## config.mk

```make
export PLATFORM = sky130hd
export DESIGN_NAME = serial_frame_receiver_flat
export DESIGN_NICKNAME = d
export VERILOG_FILES = /design/src/hdl/sfr_pkg.sv /design/src/hdl/sfr_if.sv /design/src/hdl/sfr_cfg_regs.sv /design/src/hdl/sfr_parser.sv /design/src/hdl/sfr_out_queue.sv /design/src/hdl/serial_frame_receiver.sv /design/src/flat_wrapper.sv
export SDC_FILE = /design/constraint.sdc
export NUM_CORES = 1
export LEC_CHECK = 0
export ABC_AREA = 1
export BUFFER_PORTS_ARGS = -buffer_cell sky130_fd_sc_hd__buf_2
export CAP_MARGIN = 25
export CORE_MARGIN = 5
export CORE_UTILIZATION = 41
export DETAILED_ROUTE_END_ITERATION = 8
export PLACE_DENSITY = 0.62
export SETUP_SLACK_MARGIN = 0.3
export SLEW_MARGIN = 20
export SYNTH_ARGS = -nofsm -noshare
export SYNTH_HDL_FRONTEND = slang
export SYNTH_HIERARCHICAL = 1
export SYNTH_SLANG_ARGS = --single-unit
```

## constraint.sdc

```tcl
create_clock -name clk -period 6.4 [get_ports clk]
set_input_delay 0.32 -clock clk [delete_from_list [all_inputs] [get_ports clk]]
set_output_delay 0.32 -clock clk [all_outputs]
set_load 0.02 [all_outputs]
```

## src/hdl/sfr_pkg.sv

```systemverilog
// Shared types and constants for the serial frame receiver.
// No dependencies; every other file in hdl/ except sfr_if.sv imports this package.
package sfr_pkg;

  localparam logic [7:0] HEADER_BYTE = 8'hFF;
  localparam logic [7:0] MIN_LENGTH  = 8'd7;

  // Configuration port geometry: three 8-bit registers at byte addresses 0, 4, 8.
  localparam int ADDR_W = 4;
  localparam int DATA_W = 32;

  typedef enum logic [1:0] {
    REG_ANSWER_CODE = 2'd0,
    REG_REPORT_CODE = 2'd1,
    REG_ERROR_CODE  = 2'd2
  } reg_index_t;

  typedef enum logic [1:0] {
    PH_HUNT_FIRST  = 2'd0,
    PH_HUNT_SECOND = 2'd1,
    PH_LENGTH      = 2'd2,
    PH_BODY        = 2'd3
  } phase_t;

  typedef enum logic [1:0] {
    ST_GOOD      = 2'd0,
    ST_BAD_SUM   = 2'd1,
    ST_SHORT_LEN = 2'd2
  } status_t;

  typedef enum logic [1:0] {
    KIND_ANSWER = 2'd0,
    KIND_REPORT = 2'd1,
    KIND_ERROR  = 2'd2,
    KIND_OTHER  = 2'd3
  } kind_t;

  typedef struct packed {
    logic [7:0] answer_code;
    logic [7:0] report_code;
    logic [7:0] error_code;
  } cfg_t;

  typedef struct packed {
    logic [1:0]  frame_status;
    logic [1:0]  frame_kind;
    logic [7:0]  cmd_byte;
    logic [7:0]  func_code;
    logic [31:0] payload;
    logic [7:0]  frame_length;
  } result_t;

endpackage

```

## src/hdl/sfr_if.sv

```systemverilog
// Valid/ready channel interfaces for received bytes and parsed frames.
// No dependencies.
interface sfr_byte_if;
  logic       valid;
  logic       ready;
  logic [7:0] rx_byte;

  modport source (output valid, output rx_byte, input ready);
  modport sink (input valid, input rx_byte, output ready);
endinterface

interface sfr_frame_if;
  logic        valid;
  logic        ready;
  logic [1:0]  frame_status;
  logic [1:0]  frame_kind;
  logic [7:0]  cmd_byte;
  logic [7:0]  func_code;
  logic [31:0] payload;
  logic [7:0]  frame_length;

  modport source (output valid, output frame_status, output frame_kind, output cmd_byte,
                  output func_code, output payload, output frame_length, input ready);
  modport sink (input valid, input frame_status, input frame_kind, input cmd_byte,
                input func_code, input payload, input frame_length, output ready);
endinterface

```

## src/hdl/sfr_cfg_regs.sv

```systemverilog
// APB-style register bank holding the three cmd classification codes.
// Depends on sfr_pkg.
module sfr_cfg_regs
  import sfr_pkg::*;
(
  input  logic              clk,
  input  logic              rst,
  input  logic              psel,
  input  logic              penable,
  input  logic              pwrite,
  input  logic [ADDR_W-1:0] paddr,
  input  logic [DATA_W-1:0] pwdata,
  output logic [DATA_W-1:0] prdata,
  output logic              pready,
  output cfg_t              cfg
);

  logic       wr_en;
  reg_index_t index;

  assign pready = 1'b1;
  assign wr_en  = psel & penable & pwrite & pready;
  assign index  = reg_index_t'(paddr[3:2]);

  always_ff @(posedge clk) begin
    if (rst) begin
      cfg.answer_code <= 8'd2;
      cfg.report_code <= 8'd3;
      cfg.error_code  <= 8'd4;
    end else if (wr_en) begin
      case (index)
        REG_ANSWER_CODE: cfg.answer_code <= pwdata[7:0];
        REG_REPORT_CODE: cfg.report_code <= pwdata[7:0];
        REG_ERROR_CODE:  cfg.error_code  <= pwdata[7:0];
        default: ;
      endcase
    end
  end

  always_comb begin
    case (index)
      REG_ANSWER_CODE: prdata = {{(DATA_W-8){1'b0}}, cfg.answer_code};
      REG_REPORT_CODE: prdata = {{(DATA_W-8){1'b0}}, cfg.report_code};
      REG_ERROR_CODE:  prdata = {{(DATA_W-8){1'b0}}, cfg.error_code};
      default:         prdata = '0;
    endcase
  end

endmodule

```

## src/hdl/sfr_parser.sv

```systemverilog
// Frame parser: header hunt, length capture, field capture and checksum check.
// Depends on sfr_pkg. Produces one result per completed frame, combinationally on accept.
module sfr_parser
  import sfr_pkg::*;
(
  input  logic       clk,
  input  logic       rst,
  input  logic       accept,
  input  logic [7:0] rx_byte,
  input  cfg_t       cfg,
  output logic       emit,
  output result_t    result
);

  phase_t      phase, phase_next;
  logic [7:0]  byte_count, byte_count_next;
  logic [7:0]  length_value, length_value_next;
  logic [7:0]  running_sum, running_sum_next;
  logic [7:0]  cmd_hold, cmd_hold_next;
  logic [7:0]  func_hold, func_hold_next;
  logic [31:0] payload_hold, payload_hold_next;

  logic [7:0]  count_inc;
  logic [7:0]  res_cmd;
  status_t     res_status;
  kind_t       res_kind;

  always_ff @(posedge clk) begin
    if (rst) begin
      phase        <= PH_HUNT_FIRST;
      byte_count   <= '0;
      length_value <= '0;
      running_sum  <= '0;
      cmd_hold     <= '0;
      func_hold    <= '0;
      payload_hold <= '0;
    end else if (accept) begin
      phase        <= phase_next;
      byte_count   <= byte_count_next;
      length_value <= length_value_next;
      running_sum  <= running_sum_next;
      cmd_hold     <= cmd_hold_next;
      func_hold    <= func_hold_next;
      payload_hold <= payload_hold_next;
    end
  end

  assign count_inc = byte_count + 8'd1;

  always_comb begin
    phase_next        = phase;
    byte_count_next   = byte_count;
    length_value_next = length_value;
    running_sum_next  = running_sum;
    cmd_hold_next     = cmd_hold;
    func_hold_next    = func_hold;
    payload_hold_next = payload_hold;
    emit              = 1'b0;
    res_status        = ST_GOOD;
    case (phase)
      PH_HUNT_FIRST: begin
        if (rx_byte == HEADER_BYTE) phase_next = PH_HUNT_SECOND;
      end
      PH_HUNT_SECOND: begin
        phase_next = (rx_byte == HEADER_BYTE) ? PH_LENGTH : PH_HUNT_FIRST;
      end
      PH_LENGTH: begin
        length_value_next = rx_byte;
        running_sum_next  = rx_byte;
        byte_count_next   = '0;
        cmd_hold_next     = '0;
        func_hold_next    = '0;
        payload_hold_next = '0;
        if (rx_byte == 8'd0) begin
          // empty frame completes on the length byte
          emit       = 1'b1;
          res_status = ST_SHORT_LEN;
          phase_next = PH_HUNT_FIRST;
        end else begin
          phase_next = PH_BODY;
        end
      end
      PH_BODY: begin
        byte_count_next = count_inc;
        if (count_inc >= length_value) begin
          // last body byte is the checksum; never captured
          emit       = 1'b1;
          phase_next = PH_HUNT_FIRST;
          if (length_value < MIN_LENGTH)    res_status = ST_SHORT_LEN;
          else if (rx_byte != running_sum)  res_status = ST_BAD_SUM;
          else                              res_status = ST_GOOD;
        end else begin
          running_sum_next = running_sum + rx_byte;
          case (count_inc)
            8'd1: cmd_hold_next = rx_byte;
            8'd2: func_hold_next = rx_byte;
            8'd3: payload_hold_next[7:0]   = rx_byte;
            8'd4: payload_hold_next[15:8]  = rx_byte;
            8'd5: payload_hold_next[23:16] = rx_byte;
            8'd6: payload_hold_next[31:24] = rx_byte;
            default: ;
          endcase
        end
      end
      default: phase_next = PH_HUNT_FIRST;
    endcase
  end

  // captured fields are all zero when the frame ends on the length byte
  assign res_cmd = (phase == PH_LENGTH) ? 8'd0 : cmd_hold;

  always_comb begin
    if (res_cmd == cfg.answer_code)      res_kind = KIND_ANSWER;
    else if (res_cmd == cfg.report_code) res_kind = KIND_REPORT;
    else if (res_cmd == cfg.error_code)  res_kind = KIND_ERROR;
    else                                 res_kind = KIND_OTHER;
  end

  always_comb begin
    result.frame_status = res_status;
    result.frame_kind   = res_kind;
    result.cmd_byte     = res_cmd;
    result.func_code    = (phase == PH_LENGTH) ? 8'd0 : func_hold;
    result.payload      = (phase == PH_LENGTH) ? 32'd0 : payload_hold;
    result.frame_length = (phase == PH_LENGTH) ? rx_byte : length_value;
  end

endmodule

```

## src/hdl/sfr_out_queue.sv

```systemverilog
// Two-entry result register with skid slot between parser and output channel.
// Depends on sfr_pkg.
module sfr_out_queue
  import sfr_pkg::*;
(
  input  logic    clk,
  input  logic    rst,
  input  logic    push,
  input  result_t push_data,
  output logic    has_room,
  output logic    out_valid,
  input  logic    out_ready,
  output result_t out_data
);

  result_t    slots [2];
  logic       wr_ptr;
  logic       rd_ptr;
  logic [1:0] count;
  logic       pop;

  assign out_valid = (count != 2'd0);
  assign out_data  = slots[rd_ptr];
  assign pop       = out_valid & out_ready;
  // every transfer in yields at most one result, so one free slot is enough
  assign has_room  = (count != 2'd2);

  always_ff @(posedge clk) begin
    if (push) slots[wr_ptr] <= push_data;
  end

  always_ff @(posedge clk) begin
    if (rst) begin
      wr_ptr <= 1'b0;
      rd_ptr <= 1'b0;
      count  <= 2'd0;
    end else begin
      if (push) wr_ptr <= ~wr_ptr;
      if (pop)  rd_ptr <= ~rd_ptr;
      case ({push, pop})
        2'b10:   count <= count + 2'd1;
        2'b01:   count <= count - 2'd1;
        default: count <= count;
      endcase
    end
  end

endmodule

```

## src/hdl/serial_frame_receiver.sv

```systemverilog
// Top level of the serial frame receiver: byte channel in, frame channel out, APB config.
// Depends on sfr_pkg, sfr_if, sfr_cfg_regs, sfr_parser, sfr_out_queue.
//
//   channel  | dir | handshake             | payload
//   ---------+-----+-----------------------+------------------------------------------
//   rx       | in  | valid/ready           | rx_byte[7:0]
//   frame    | out | valid/ready           | status, kind, cmd, func, payload, length
//   apb      | in  | psel/penable/pready   | 3 x 8-bit codes at 0x0, 0x4, 0x8
//
// One byte per cycle while rx.ready is high: the parser state updates in the
// accepting cycle and a completed frame lands in the output queue on the same
// edge, visible next cycle. The output queue holds two frames; rx.ready drops
// only when both are full. Reset (rst, synchronous) returns to header hunt,
// empties the queue and loads the codes with 2, 3 and 4.
module serial_frame_receiver
  import sfr_pkg::*;
(
  input  logic              clk,
  input  logic              rst,
  sfr_byte_if.sink          rx,
  sfr_frame_if.source       frame,
  input  logic              psel,
  input  logic              penable,
  input  logic              pwrite,
  input  logic [ADDR_W-1:0] paddr,
  input  logic [DATA_W-1:0] pwdata,
  output logic [DATA_W-1:0] prdata,
  output logic              pready
);

  cfg_t    cfg;
  logic    accept;
  logic    emit;
  logic    has_room;
  result_t result;
  result_t out_data;

  assign rx.ready = has_room;
  assign accept   = rx.valid & has_room;

  sfr_cfg_regs u_cfg (
    .clk     (clk),
    .rst     (rst),
    .psel    (psel),
    .penable (penable),
    .pwrite  (pwrite),
    .paddr   (paddr),
    .pwdata  (pwdata),
    .prdata  (prdata),
    .pready  (pready),
    .cfg     (cfg)
  );

  sfr_parser u_parser (
    .clk     (clk),
    .rst     (rst),
    .accept  (accept),
    .rx_byte (rx.rx_byte),
    .cfg     (cfg),
    .emit    (emit),
    .result  (result)
  );

  sfr_out_queue u_queue (
    .clk       (clk),
    .rst       (rst),
    .push      (accept & emit),
    .push_data (result),
    .has_room  (has_room),
    .out_valid (frame.valid),
    .out_ready (frame.ready),
    .out_data  (out_data)
  );

  assign frame.frame_status = out_data.frame_status;
  assign frame.frame_kind   = out_data.frame_kind;
  assign frame.cmd_byte     = out_data.cmd_byte;
  assign frame.func_code    = out_data.func_code;
  assign frame.payload      = out_data.payload;
  assign frame.frame_length = out_data.frame_length;

endmodule

```

## src/flat_wrapper.sv

```systemverilog
// flat-port wrapper written by rule: the top's interface ports become plain ports
module serial_frame_receiver_flat import sfr_pkg::*;
  (clk, rst, psel, penable, pwrite, paddr, pwdata, prdata, pready, rx_valid, rx_rx_byte, rx_ready, frame_valid, frame_frame_status, frame_frame_kind, frame_cmd_byte, frame_func_code, frame_payload, frame_frame_length, frame_ready);
  sfr_byte_if rx_i ();
  sfr_frame_if frame_i ();
  input  logic clk;
  input  logic rst;
  input  logic psel;
  input  logic penable;
  input  logic pwrite;
  input  logic [ADDR_W-1:0] paddr;
  input  logic [DATA_W-1:0] pwdata;
  output logic [DATA_W-1:0] prdata;
  output logic pready;
  input wire logic [$bits(rx_i.valid)-1:0] rx_valid;
  input wire logic [$bits(rx_i.rx_byte)-1:0] rx_rx_byte;
  output wire logic [$bits(rx_i.ready)-1:0] rx_ready;
  output wire logic [$bits(frame_i.valid)-1:0] frame_valid;
  output wire logic [$bits(frame_i.frame_status)-1:0] frame_frame_status;
  output wire logic [$bits(frame_i.frame_kind)-1:0] frame_frame_kind;
  output wire logic [$bits(frame_i.cmd_byte)-1:0] frame_cmd_byte;
  output wire logic [$bits(frame_i.func_code)-1:0] frame_func_code;
  output wire logic [$bits(frame_i.payload)-1:0] frame_payload;
  output wire logic [$bits(frame_i.frame_length)-1:0] frame_frame_length;
  input wire logic [$bits(frame_i.ready)-1:0] frame_ready;
  assign rx_i.valid = rx_valid;
  assign rx_i.rx_byte = rx_rx_byte;
  assign rx_ready = rx_i.ready;
  assign frame_valid = frame_i.valid;
  assign frame_frame_status = frame_i.frame_status;
  assign frame_frame_kind = frame_i.frame_kind;
  assign frame_cmd_byte = frame_i.cmd_byte;
  assign frame_func_code = frame_i.func_code;
  assign frame_payload = frame_i.payload;
  assign frame_frame_length = frame_i.frame_length;
  assign frame_i.ready = frame_ready;
  serial_frame_receiver u_core (.clk(clk), .rst(rst), .rx(rx_i), .frame(frame_i), .psel(psel), .penable(penable), .pwrite(pwrite), .paddr(paddr), .pwdata(pwdata), .prdata(prdata), .pready(pready));
endmodule
```

After elaboration in Yosys (flattened, before gate mapping) --
Memories as Yosys holds them, arrays and structs flattened. A register that Yosys moved wholly into a read port is not among the register bits. Index checks and enable logic that the tools add are counted.
Storage, ports and cells: output and inout port bits 95, register bits 102, memories kept 1, RAM bits 120, logic and storage cells 117, input port bits 51
Memories:
- u_core.u_queue.slots | depth 2, bits a word 60, rd ports 1, clocked after Yosys merged registers in 1, write ports 1, RTL line sfr_out_queue.sv:16 | result_t slots [2];
Operators by class: muxes and demuxes 41, add/subtract/negate cells 4, reductions and logical operators 18, equality and inequality tests 28, order comparisons 2, bitwise logic cells 7
Operators with widths (number):
- two-way mux 8 bit | 12
- two-way mux 32 bit | 2
- one-hot mux 32 bit (2 select lines) | 1
- one-hot mux 8 bit (2 select lines) | 4
- equality test 8 x 3 -> 1 bit (second input constant) | 3
- equality test 8 bit | 3
- one-hot mux 8 bit (3 select lines) | 1
- AND reduction 4 bit | 6
- two-way mux 2 bit | 9
- equality test 8 x 2 -> 1 bit (second input constant) | 2
- inequality test 2 x 1 -> 1 bit (second input constant) | 5
- inequality test 2 bit (second input constant) | 5
- adder 8 x 1 -> 8 bit (second input constant) | 1
- adder 8 bit | 1
- equality test 2 bit (second input constant) | 4
- equality test 8 x 1 -> 1 bit (second input constant) | 1
- equality test 8 bit (second input constant) | 1
- greater-or-equal comparator 8 bit | 1
- zero test 8 bit | 1
- < comparator 8 x 3 -> 1 bit (second input constant) | 1
- two-way mux 1 bit | 8
- inequality test 8 bit | 1
- one-hot mux 2 bit (2 select lines) | 2
- one-hot mux 2 bit (4 select lines) | 1
- 10 further kinds | 24

Depth between registers and ports, before layout --
Gate-level depths: netlist of run 1.
word-level depth 7, gate-level depth with buffers 24, depth with buffers taken out 24

Hierarchy --
Netlist of run 1, hierarchy kept.
Modules (own cells, without submodules):
- sfr_out_queue | sequential area each 3703.6 µm², cells an instance 224, area an instance 4872.2 µm², instances 1
- sfr_parser | sequential area each 1481.4 µm², cells an instance 757, area an instance 4748.3 µm², instances 1
- sfr_cfg_regs | sequential area each 480.5 µm², cells an instance 207, area an instance 1360.1 µm², instances 1
- serial_frame_receiver | sequential area each 0.0 µm², cells an instance 4, area an instance 17.5 µm², instances 1

Worst setup path before layout of run 1 --
OpenSTA, ideal clock, no wires.
path type reg-to-reg, start point register u_core.u_parser.byte_count[1], end point memory u_core/u_queue/slots[0][0] (netlist name) (enable), required time 5921 ps, stages on the path, launching flop included 17, period minus slack after synthesis 4949 ps, path buffers 0, library setup time 479 ps, slack 1451 ps, data arrival time 4470 ps, path through dfxtp_1 ha_1 nand2_1 nor2_2 nand3_1 nand2_1 inv_1 ha_1 nand2_1 o21a_1 nand2_1 nand2_1 nand2_1 inv_1 nor2_2 inv_1 nor2_1
Between the ends: cells in the longest elaborated chain, start to end 7
RTL lines:
- start, declared | RTL line sfr_parser.sv:16 | logic [7:0] byte_count, byte_count_next;
- start signal, assigned | RTL line sfr_parser.sv:39 | byte_count <= byte_count_next;
- adder 8 x 1 -> 8 bit | RTL line sfr_parser.sv:48 | assign count_inc = byte_count + 8'd1;
- greater-or-equal comparator 8 bit | RTL line sfr_parser.sv:85 | if (count_inc >= length_value) begin
- two-way mux 1 bit | RTL line sfr_parser.sv:85
- one-hot mux 1 bit (2 select lines) | RTL line sfr_parser.sv:60 | case (phase)
- named net u_core.emit | RTL line serial_frame_receiver.sv:33 | logic emit;
- AND 1 bit | RTL line serial_frame_receiver.sv:67 | .push (accept & emit),
- two-way mux 1 bit | RTL line sfr_out_queue.sv:29 | if (push) slots[wr_ptr] <= push_data;
- two-way mux 1 bit (implied by the code) | RTL line sfr_out_queue.sv:29
- end, declared | RTL line sfr_out_queue.sv:16
The timed path passes the listed nets, and every way through them passes these cells.

Worst setup path after layout of run 1 --
start point register u_core.u_parser.byte_count[0], end point memory u_core/u_queue/slots[1][24] (netlist name) (enable)
Same word-level chain as after synthesis.

==> impl_metrics.json, run 1 <==
{
  "drc_errors": 0,
  "worst_slack_ns": 2.55,
  "ant_nets": 0,
  "final-setup-viol-count": 0,
  "syn_avg_cell_area_um2": 9.23,
  "skew_ns": 0.00925,
  "grt_pass1_vias": 7308,
  "arrival_ns": 4.02,
  "irDropWorstVdd_uv": 161,
  "via_per_inst": 4.74,
  "max_freq_mhz": 260,
  "yosys.cell_types.count": 36,
  "dp_slack_ns": 2.52,
  "rsz0062_at_grt": "no",
  "min_period_over_period_pct": 60.2,
  "synth-simple-area-share_pct": 20.1,
  "cts.hold.buffers_added": 0,
  "final_common_cell": "nand2_1",
  "synth_top_cells_by_area": "edfxtp_1 (33%), dfxtp_1 (19%), mux2_4 (8.2%), nand2_1 (7.6%), nor2_1 (5.7%)",
  "clock_latency_ns": 0.51,
  "p_per_area_nw_per_um2": 243,
  "die_w_um": 174,
  "seq_area_frac_synth_pct": 51.5,
  "cts_resized": 0,
  "synth_top_area_cell": "edfxtp_1",
  "numCtsBuffers": 25,
  "port-buffer-count": 94,
  "place_congestion": 0.841,
  "clock-sinks": 223,
  "coreArea_um2": 26700,
  "synth_seq_cells": 223,
  "yosys_warnings": 6,
  "drt_pass1_iterations": 5,
  "synth-compound-area-share_pct": 5.79,
  "maxSlewHeadroom_pct": 33.8,
  "start_kind": "flop",
  "crit_family": "buffers and inverters",
  "diodes": 0,
  "cts_setup_buffers": 0,
  "worst_pin_slew_ns": 0.993,
  "finalHoldViolCount": 0,
  "hpwl_um": 15100,
  "final_cell_mix": "nand2_1 (222), nor2_1 (166), inv_1 (136)",
  "row_count": 60,
  "critical_path_required_ns": 6.57,
  "path_cells": "ha_1 -> nand2_1 -> nor2_2 -> nand3_1 -> nand2_1 -> inv_1 -> ha_1 -> nand2_1 -> o21a_1 -> nand2_1 -> nand2_1 -> nand2_1 -> inv_1 -> nor2_2 -> nand2_1 -> inv_2 -> buf_4",
  "cts-root-buf": "clkbuf_16",
  "path_common_cell": "nand2_1",
  "synthDominantCellAreaShare_pct": 32.8,
  "drive_above_1_share_pct": 17.5,
  "overflow": 0,
  "cts_htree_levels": 1,
  "critPathMaxStageDelay_ns": 0.66,
  "dieArea_um2": 30200,
  "worst_path_max_delay_cell": "inv_2",
  "synthAdderAreaFrac_pct": 2.46,
  "worstPathMaxFanout": 36,
  "post_drt_wl_per_cell_um": 14.0,
  "dp_cells": 1584,
  "area_growth_pct": 11.9,
  "setup_tns_ns": 0,
  "crit_path_end_kind": "flop",
  "fin_nets": 1342,
  "finalNonFillerCells": 1629,
  "muxShareOfSynthArea_pct": 8.19,
  "cp_num_buf_inv": 4,
  "routed-via-count": 7727,
  "cts_tree": "done",
  "total_leakage_power_nw": 5.19,
  "clock_path_buffers": 3,
  "period_minus_slack_ns": 3.85,
  "clk_pin_slew_worst_paths_ns": 0.06,
  "netlist_area_um2": 11000,
  "synthCells": 1192,
  "initial_utilization_pct": 41.3,
  "maxCapViolCount": 0,
  "io_pins": 146,
  "grt_max_degree": 104,
  "status": "complete, no violations",
  "crit_type": "flop to flop",
  "grt_pass1_wl_um": 37300,
  "dr.first_iter.drc_count": 460,
  "synthXorXnorAreaFrac_pct": 2.07,
  "hold_path.class": "input port to flop",
  "grt.total_usage_pct": 14.7,
  "totalWireLength_um": 22800,
  "slew_viol_final": 0,
  "synth_top_family_by_area": "simple AND/OR/NAND/NOR gates",
  "antenna_found_initial": 0,
  "die_y_um": 174
}
-- area by class of cell --
type,count,area [um2]
timing repair buffer,102,534
tap,341,427
multi-input combinational,779,4350
clock buffer,32,672
clock inverter,13,125
fill,2534,14300
inverter,139,522
sequential,223,5670
-- stage by stage --
| step | total power [mW] | utilization, % | hold slack, ns | cell area [um2] |
|---|---|---|---|---|
| 3_5_place_dp | 1.65 | 43.2 | 0.462 | 11500 |
| 3_3_place_gp | 1.65 | 43.1 | 0.458 | 11500 |
| 4_1_cts | 3.03 | 46.2 | 0.0301 | 12300 |
| 5_1_grt | 3.10 | 46.2 | 0.0452 | 12300 |
| 2_1_floorplan | 1.63 | - | 0.399 | 11100 |
| 6_report | 2.99 | 46.2 | 0.0524 | 12300 |
-- tightest hold or removal path: stages --
cell and delay [ns]:
buf_2 0.09, nand2_1 0.05, nand3_1 0.07
-- cells by family (layout without fill, tap and decap cells) --
logic type / after synthesis / count (layout)
buf+inv: 213 / 286
compound gates: 124 / 124
simple gates: 523 / 523
mux: 60 / 60
xor+xnor: 26 / 26
flops: 223 / 223
fa+ha+maj: 21 / 21
other cells: 2 / 25
-- synth_stat cells --
cell type / n
inv_2: 2
nor2_2: 3
o311ai_0: 1
a21oi_1: 81
dfxtp_1: 103
buf_2: 14
nand3_2: 1
mux2_4: 60
edfxtp_1: 120
nor2_1: 167
fa_1: 1
nor2_4: 6
nand2_2: 7
nand2_1: 222
o21a_1: 1
buf_6: 8
buf_12: 6
clkbuf_1: 13
nor3_1: 3
o21ai_1: 2
nand3_1: 96
nand4_1: 12
o21bai_1: 1
xnor2_1: 9
conb_1: 2
buf_4: 28
o22ai_1: 3
nor4_1: 3
xor2_1: 17
a21oi_2: 1
or2_2: 2
inv_1: 137
ha_1: 20
buf_1: 5
o21ai_0: 34
nor3b_1: 1
-- power breakdown --
part	internal [mW]	switching, mW
logic	0.0329	0.0807
registers	1.50	0.00513
clock network	0.822	0.549
total	2.36	0.635
-- flip-flops by register name, summed over array words and instances, names as in the netlist, 2 cells and up, named ones only --
| signal | flops |
|---|---|
| u_core/u_queue/slots | 120 |
| u_core/u_parser/payload_hold | 32 |
| u_core/u_cfg/cfg | 24 |
| u_core/u_parser/byte_count | 8 |
| u_core/u_parser/cmd_hold | 8 |
| u_core/u_parser/func_hold | 8 |
| u_core/u_parser/length_value | 8 |
| u_core/u_parser/running_sum | 8 |
| u_core/u_parser/phase | 2 |
| u_core/u_queue/count | 2 |
-- layer usage --
| layer | global-route usage [%] | routed length [um] | up-vias |
|---|---|---|---|
| met5 | 0 | 0 | - |
| met2 | 25.0 | 10800 | 164 |
| li1 | - | - | 3996 |
| met1 | 20.2 | 10500 | 3541 |
| met3 | 2.25 | 1200 | 26 |
| met4 | 2.94 | 329 | 0 |
-- path summary, 6_finish.rpt --
check | startpoint | endpoint | slack [ns] | cells after the start
max reg2reg | u_core/u_parser/byte_count[0]$_SDFFE_PP0P_ | u_core/u_queue/slots[1][24]$_DFFE_PP_ | 2.55 | 17
min | pwdata[2] | u_core/u_cfg/cfg[2]$_SDFFE_PP1P_ | 0.05 | 3
max | u_core/u_parser/byte_count[0]$_SDFFE_PP0P_ | u_core/u_queue/slots[1][24]$_DFFE_PP_ | 2.55 | 17
min reg2reg | u_core/u_parser/running_sum[3]$_SDFFE_PP0P_ | u_core/u_parser/running_sum[3]$_SDFFE_PP0P_ | 0.47 | 2
Power figures use the tool's default switching activity.
==> run 2, diff against run 1 <==
ABC_AREA = 0   (was 1)
clock period = 4 ns   (was 6.4 ns; I/O delays follow)
==> impl_metrics.json, run 2 <==
{
  "maxSlewHeadroom_pct": 44.3,
  "dr.first_iter.drc_count": 436,
  "finalHoldViolCount": 0,
  "routed-via-count": 7119,
  "start_kind": "flop",
  "crit_type": "flop to flop",
  "final_common_cell": "edfxtp_1",
  "r2r_start": "u_core/u_parser/byte_count[3]$_SDFFE_PP0P_",
  "seqPwrFrac_pct": 50.1,
  "reg2reg_depth": 11,
  "diodes": 0,
  "critical_path_required_ns": 4.45,
  "yosysMostFrequentCell": "edfxtp_1",
  "worstPathMaxFanout": 10,
  "crit_path_start": "u_core/u_parser/byte_count[3]$_SDFFE_PP0P_",
  "grt_pass1_wl_um": 37200,
  "synth_top_family_by_area": "simple AND/OR/NAND/NOR gates",
  "synthTopCellsByCount": "edfxtp_1 (120), dfxtp_1 (103), mux2_1 (60), nor2_1 (60), and2_1 (54)",
  "grt.total_usage_pct": 15.8,
  "synthCells": 920,
  "row_count": 58,
  "arrival_ns": 3.93,
  "cts_tree": "done",
  "max_freq_mhz": 287,
  "die_w_um": 170,
  "final_cell_mix": "edfxtp_1 (120), dfxtp_1 (98), buf_2 (94)",
  "overflow": 0,
  "netlist_area_um2": 10500,
  "switchingPower_uw": 972,
  "worst_pin_slew_ns": 0.836,
  "drc_errors": 0,
  "power_frac_clock_pct": 46.9,
  "synthDominantCellAreaShare_pct": 34.4,
  "post_drt_wl_per_cell_um": 17.4,
  "async_flop_share_pct": 0,
  "p_per_area_nw_per_um2": 397,
  "skew_ns": 0.00937,
  "io_pins": 146,
  "critPathCapture": "u_core/u_parser/cmd_hold[0]$_SDFFE_PP0P_",
  "yosys_warnings": 6,
  "min_period_over_period_pct": 87.1,
  "muxShareOfSynthArea_pct": 10.5,
  "irDropWorstVdd_uv": 288,
  "cts-root-buf": "clkbuf_16",
  "final-setup-viol-count": 0,
  "finish.utilization_pct": 47.8,
  "status": "complete, no violations",
  "die_y_um": 170,
  "synth-compound-area-share_pct": 10.4,
  "syn_avg_cell_area_um2": 11.4,
  "grt_max_degree": 70,
  "port-buffer-count": 94,
  "clock_latency_ns": 0.51,
  "synth_top_area_cell": "edfxtp_1",
  "setup_tns_ns": 0,
  "drt_pass1_iterations": 5,
  "maxCapViolCount": 0,
  "r2r_end": "u_core/u_parser/cmd_hold[0]$_SDFFE_PP0P_",
  "place_congestion": 0.819,
  "dieArea_um2": 28900,
  "top_regs": "u_core/u_queue/slots (120), u_core/u_parser/payload_hold (32), u_core/u_cfg/cfg (24)",
  "yosys.cell_types.count": 61,
  "totalWireLength_um": 23300,
  "slew_viol_final": 0,
  "cts_htree_levels": 1,
  "drive_above_1_share_pct": 16.4,
  "crit_path_end_kind": "flop",
  "ant_nets": 0,
  "fin_nets": 1066,
  "pwr-share-comb_pct": 3.0,
  "synthFlopType": "edfxtp_1",
  "antenna_found_initial": 1,
  "coreArea_um2": 25200,
  "hpwl_um": 15100,
  "synthAdderAreaFrac_pct": 2.58,
  "total_leakage_power_nw": 4.61,
  "numCtsBuffers": 24,
  "whs_ns": 0.0335,
  "initial_utilization_pct": 41.6,
  "synth-simple-area-share_pct": 14.6,
  "area_growth_pct": 14.9,
  "clk_pin_slew_worst_paths_ns": 0.06,
  "internal_power_mw": 3.81,
  "synth-edff-count": 120,
  "hold_path.class": "input port to flop",
  "period_minus_slack_ns": 3.48,
  "via_per_inst": 5.30,
  "clock-sinks": 223,
  "largest_reg_flops": 120,
  "seq_area_frac_synth_pct": 54.1,
  "largest_register": "u_core/u_queue/slots",
  "synth_top_cells_by_area": "edfxtp_1 (34%), dfxtp_1 (20%), mux2_1 (6.4%), mux2i_1 (4.0%), and2_1 (3.2%)",
  "synth_seq_cells": 223,
  "rrSetupSlack_ns": 0.52,
  "synthXorXnorAreaFrac_pct": 2.26,
  "p_sw_share_pct": 20.3,
  "rsz0062_at_grt": "no",
  "clock_path_buffers": 3,
  "grt_pass1_vias": 6888
}
## run 2: metal layers
metal / GRT usage [%] / vias to the layer above / routed length [um] / part of all wire (%)
li1: - / 3449 / - / -
met1: 21.2 / 3440 / 10400 / 44
met2: 27.1 / 194 / 11200 / 48
met3: 2.30 / 34 / 1350 / 5.8
met4: 3.68 / 2 / 379 / 1.6
met5: 0 / - / 13 / 0.056
## run 2: power by group through the flow
| stage | registers, mW | logic [mW] | clock network [mW] |
|---|---|---|---|
| after floorplan | 2.44 | 0.113 | 0 |
| after global placement | 2.44 | 0.139 | 0 |
| after detailed placement | 2.44 | 0.139 | 0 |
| after CTS | 2.40 | 0.142 | 2.31 |
| after global routing | 2.39 | 0.155 | 2.41 |
| final | 2.40 | 0.142 | 2.24 |
## run 2: final cells by class
cell class | count | area (um2)
clock buffer | 35 | 683
clock inverter | 9 | 124
fill | 2289 | 13100
inverter | 27 | 101
multi-input combinational | 605 | 4370
sequential | 223 | 5670
tap | 330 | 413
timing repair buffer | 113 | 673
## run 2: worst min path at each step
stage	startpoint	to	slack, ns	cells past startpoint
finish	pwdata[6]	u_core/u_cfg/cfg[14]$_SDFFE_PP0P_	0.03	3
global route	pwdata[4]	u_core/u_cfg/cfg[12]$_SDFFE_PP0P_	0.04	3
CTS	pwdata[4]	u_core/u_cfg/cfg[20]$_SDFFE_PP0P_	0.005	3
detailed placement	u_core/u_parser/payload_hold[23]$_SDFFE_PP0P_	u_core/u_parser/payload_hold[23]$_SDFFE_PP0P_	0.45	2
global placement	u_core/u_parser/payload_hold[19]$_SDFFE_PP0P_	u_core/u_parser/payload_hold[19]$_SDFFE_PP0P_	0.45	2
floorplan	rst	u_core/u_queue/count[1]$_SDFFE_PP0P_	0.27	1
## run 2: worst max-delay path, cell delays in order, from the launching register on
cell and delay, ns:
dfxtp_2 0.43, and4_1 0.35, nand2_1 0.14, xnor2_1 0.16
ha_1 0.30, a211o_1 0.29, a21oi_1 0.19, o31ai_2 0.12
buf_4 0.20, a2111oi_4 0.55, and3_1 0.49, a22o_1 0.19
## run 2: timing repair
item / CTS / global route
setup endpoints to repair: 0 / 51
resized for setup: 0 / 6
hold buffers: 4 / 0
endpoints found under the hold margin: 12 / 0
buffers inserted: 0 / 1
## run 2: kinds of logic after synthesis
| kind of cell | after synthesis |
|---|---|
| AO/OA/AOI/OAI | 153 |
| other | 2 |
| XOR/XNOR | 27 |
| flip-flops | 223 |
| buffers and inverters | 115 |
| adder cells (fa/ha/maj) | 21 |
| AND/OR/NAND/NOR | 277 |
| multiplexers | 102 |
## run 2: stage by stage
stage	instance area [um2]	cells	setup WS, ns	power [mW]
after floorplan	10600	943	0.309	2.56
after global placement	11200	1293	0.474	2.58
after detailed placement	11200	1293	0.398	2.58
after CTS	12000	1341	0.400	4.85
after global routing	12000	1342	0.300	4.95
final	12000	1342	0.517	4.78
==> run 3, diff against run 2 <==
clock period = 3.6 ns   (was 4 ns; I/O delays follow)
==> impl_metrics.json, run 3 (same netlist as run 2, synthesis figures left out) <==
{
  "arrival_ns": 3.57,
  "dr.first_iter.drc_count": 484,
  "worst_pin_slew_ns": 0.950,
  "hold_path.class": "input port to flop",
  "irDropWorstVdd_uv": 303,
  "final-setup-viol-count": 0,
  "place_congestion": 0.861,
  "routed-via-count": 7100,
  "diodes": 0,
  "initial_utilization_pct": 41.6,
  "numCtsBuffers": 24,
  "drive_above_1_share_pct": 18.1,
  "coreArea_um2": 25200,
  "clock_path_buffers": 3,
  "grt_pass1_vias": 6666,
  "rsz0062_at_grt": "no",
  "antenna_found_initial": 4,
  "die_y_um": 170,
  "drc_errors": 0,
  "top_regs": "u_core/u_queue/slots (120), u_core/u_parser/payload_hold (32), u_core/u_cfg/cfg (24)",
  "hpwl_um": 15000,
  "clock-sinks": 223,
  "worst_slack_ns": 0.477,
  "fin_nets": 1077,
  "p_per_area_nw_per_um2": 432,
  "finalPower_mw": 5.25,
  "crit_path_end_kind": "flop",
  "die_w_um": 170,
  "ant_nets": 0,
  "area_growth_pct": 15.9,
  "setup_tns_ns": 0,
  "largest_reg_flops": 120,
  "skew_ns": 0.0122,
  "maxSlewHeadroom_pct": 36.4,
  "io_pins": 146,
  "crit_type": "flop to flop",
  "critical_path_required_ns": 4.05,
  "via_per_inst": 5.25,
  "overflow": 0,
  "dp_slack_ns": 0.128,
  "clk_pin_slew_worst_paths_ns": 0.06,
  "grt_pass1_wl_um": 36700,
  "slew_viol_final": 0,
  "cts-root-buf": "clkbuf_16",
  "grt_max_degree": 62,
  "final_common_cell": "edfxtp_1",
  "worstPathMaxFanout": 8,
  "critPathMaxStageDelay_ns": 0.39,
  "drt_pass1_iterations": 5,
  "status": "complete, no violations",
  "largest_register": "u_core/u_queue/slots",
  "finalHoldViolCount": 0,
  "maxCapViolCount": 0,
  "final_cell_mix": "edfxtp_1 (120), dfxtp_1 (98), buf_2 (94)",
  "row_count": 58,
  "total_leakage_power_nw": 4.66,
  "finish.utilization_pct": 48.2,
  "cts_htree_levels": 1,
  "max_freq_mhz": 320,
  "port-buffer-count": 94,
  "crit_family": "simple AND/OR/NAND/NOR gates",
  "path_cells": "and4_4 -> nand2_1 -> xnor2_1 -> ha_1 -> a211o_1 -> a21oi_2 -> o31ai_4 -> nand2_2 -> o21ai_2 -> and3_4 -> inv_2 -> ha_1 -> or3_1 -> a21oi_2",
  "clock_latency_ns": 0.52,
  "cts_tree": "done",
  "period_minus_slack_ns": 3.12,
  "worst_path_max_delay_cell": "dfxtp_4",
  "post_drt_wl_per_cell_um": 17.4,
  "totalWireLength_um": 23600,
  "start_kind": "flop",
  "cp_num_buf_inv": 1,
  "min_period_over_period_pct": 86.8,
  "grt.total_usage_pct": 15.7,
  "dieArea_um2": 28900
}
run 3: power by group:
group	internal [mW]	switching [mW]
combinational	0.0484	0.113
clock	1.46	0.968
sequential	2.65	0.00489
run 3: worst min-delay path: stages:
cell and delay [ns]:
buf_2 0.08, nand2b_1 0.11, mux2i_1 0.14
run 3: final timing paths:
path,depth (start not counted),slack [ns],startpoint,endpoint
worst min-delay path,3,0.04,pwdata[4],u_core/u_cfg/cfg[12]$_SDFFE_PP0P_
worst max-delay path,14,0.48,u_core/u_parser/byte_count[1]$_SDFFE_PP0P_,u_core/u_queue/count[1]$_SDFFE_PP0P_
worst max register to register,14,0.48,u_core/u_parser/byte_count[1]$_SDFFE_PP0P_,u_core/u_queue/count[1]$_SDFFE_PP0P_
worst min register to register,2,0.46,u_core/u_parser/payload_hold[25]$_SDFFE_PP0P_,u_core/u_parser/payload_hold[25]$_SDFFE_PP0P_
run 3: area by class of cell:
| type | count | area (um2) |
|---|---|---|
| Clock buffer | 35 | 682 |
| Clock inverter | 9 | 106 |
| Fill cell | 2282 | 13000 |
| Inverter | 27 | 101 |
| Multi-Input combinational cell | 605 | 4410 |
| Sequential cell | 223 | 5680 |
| Tap cell | 330 | 413 |
| Timing Repair Buffer | 124 | 751 |
run 3: layer usage:
layer | part of all wire (%) | vias up | track usage (%) | routed length (um)
met5 | 0.14 | - | 0 | 34
met4 | 2.2 | 8 | 3.85 | 524
met3 | 5.1 | 41 | 2.83 | 1200
met2 | 47 | 168 | 26.1 | 11200
met1 | 45 | 3418 | 21.4 | 10600
li1 | - | 3465 | - | -
run 3: per-stage QoR:
step | instances | area, um2 | hold WS [ns]
4_1_cts | 1346 | 12100 | 0.00731
2_1_floorplan | 943 | 10600 | 0.249
6_report | 1353 | 12100 | 0.0415
5_1_grt | 1353 | 12100 | 0.0307
3_3_place_gp | 1293 | 11200 | 0.446
3_5_place_dp | 1293 | 11200 | 0.457
run 3: what timing repair did:
action / CTS / global route
pin swaps: 1 / 4
gates resized for setup: 4 / 13
buffers inserted: 1 / 7
setup endpoints to repair: 162 / 162
hold endpoints to repair: 22 / 0
hold buffers: 8 / 0
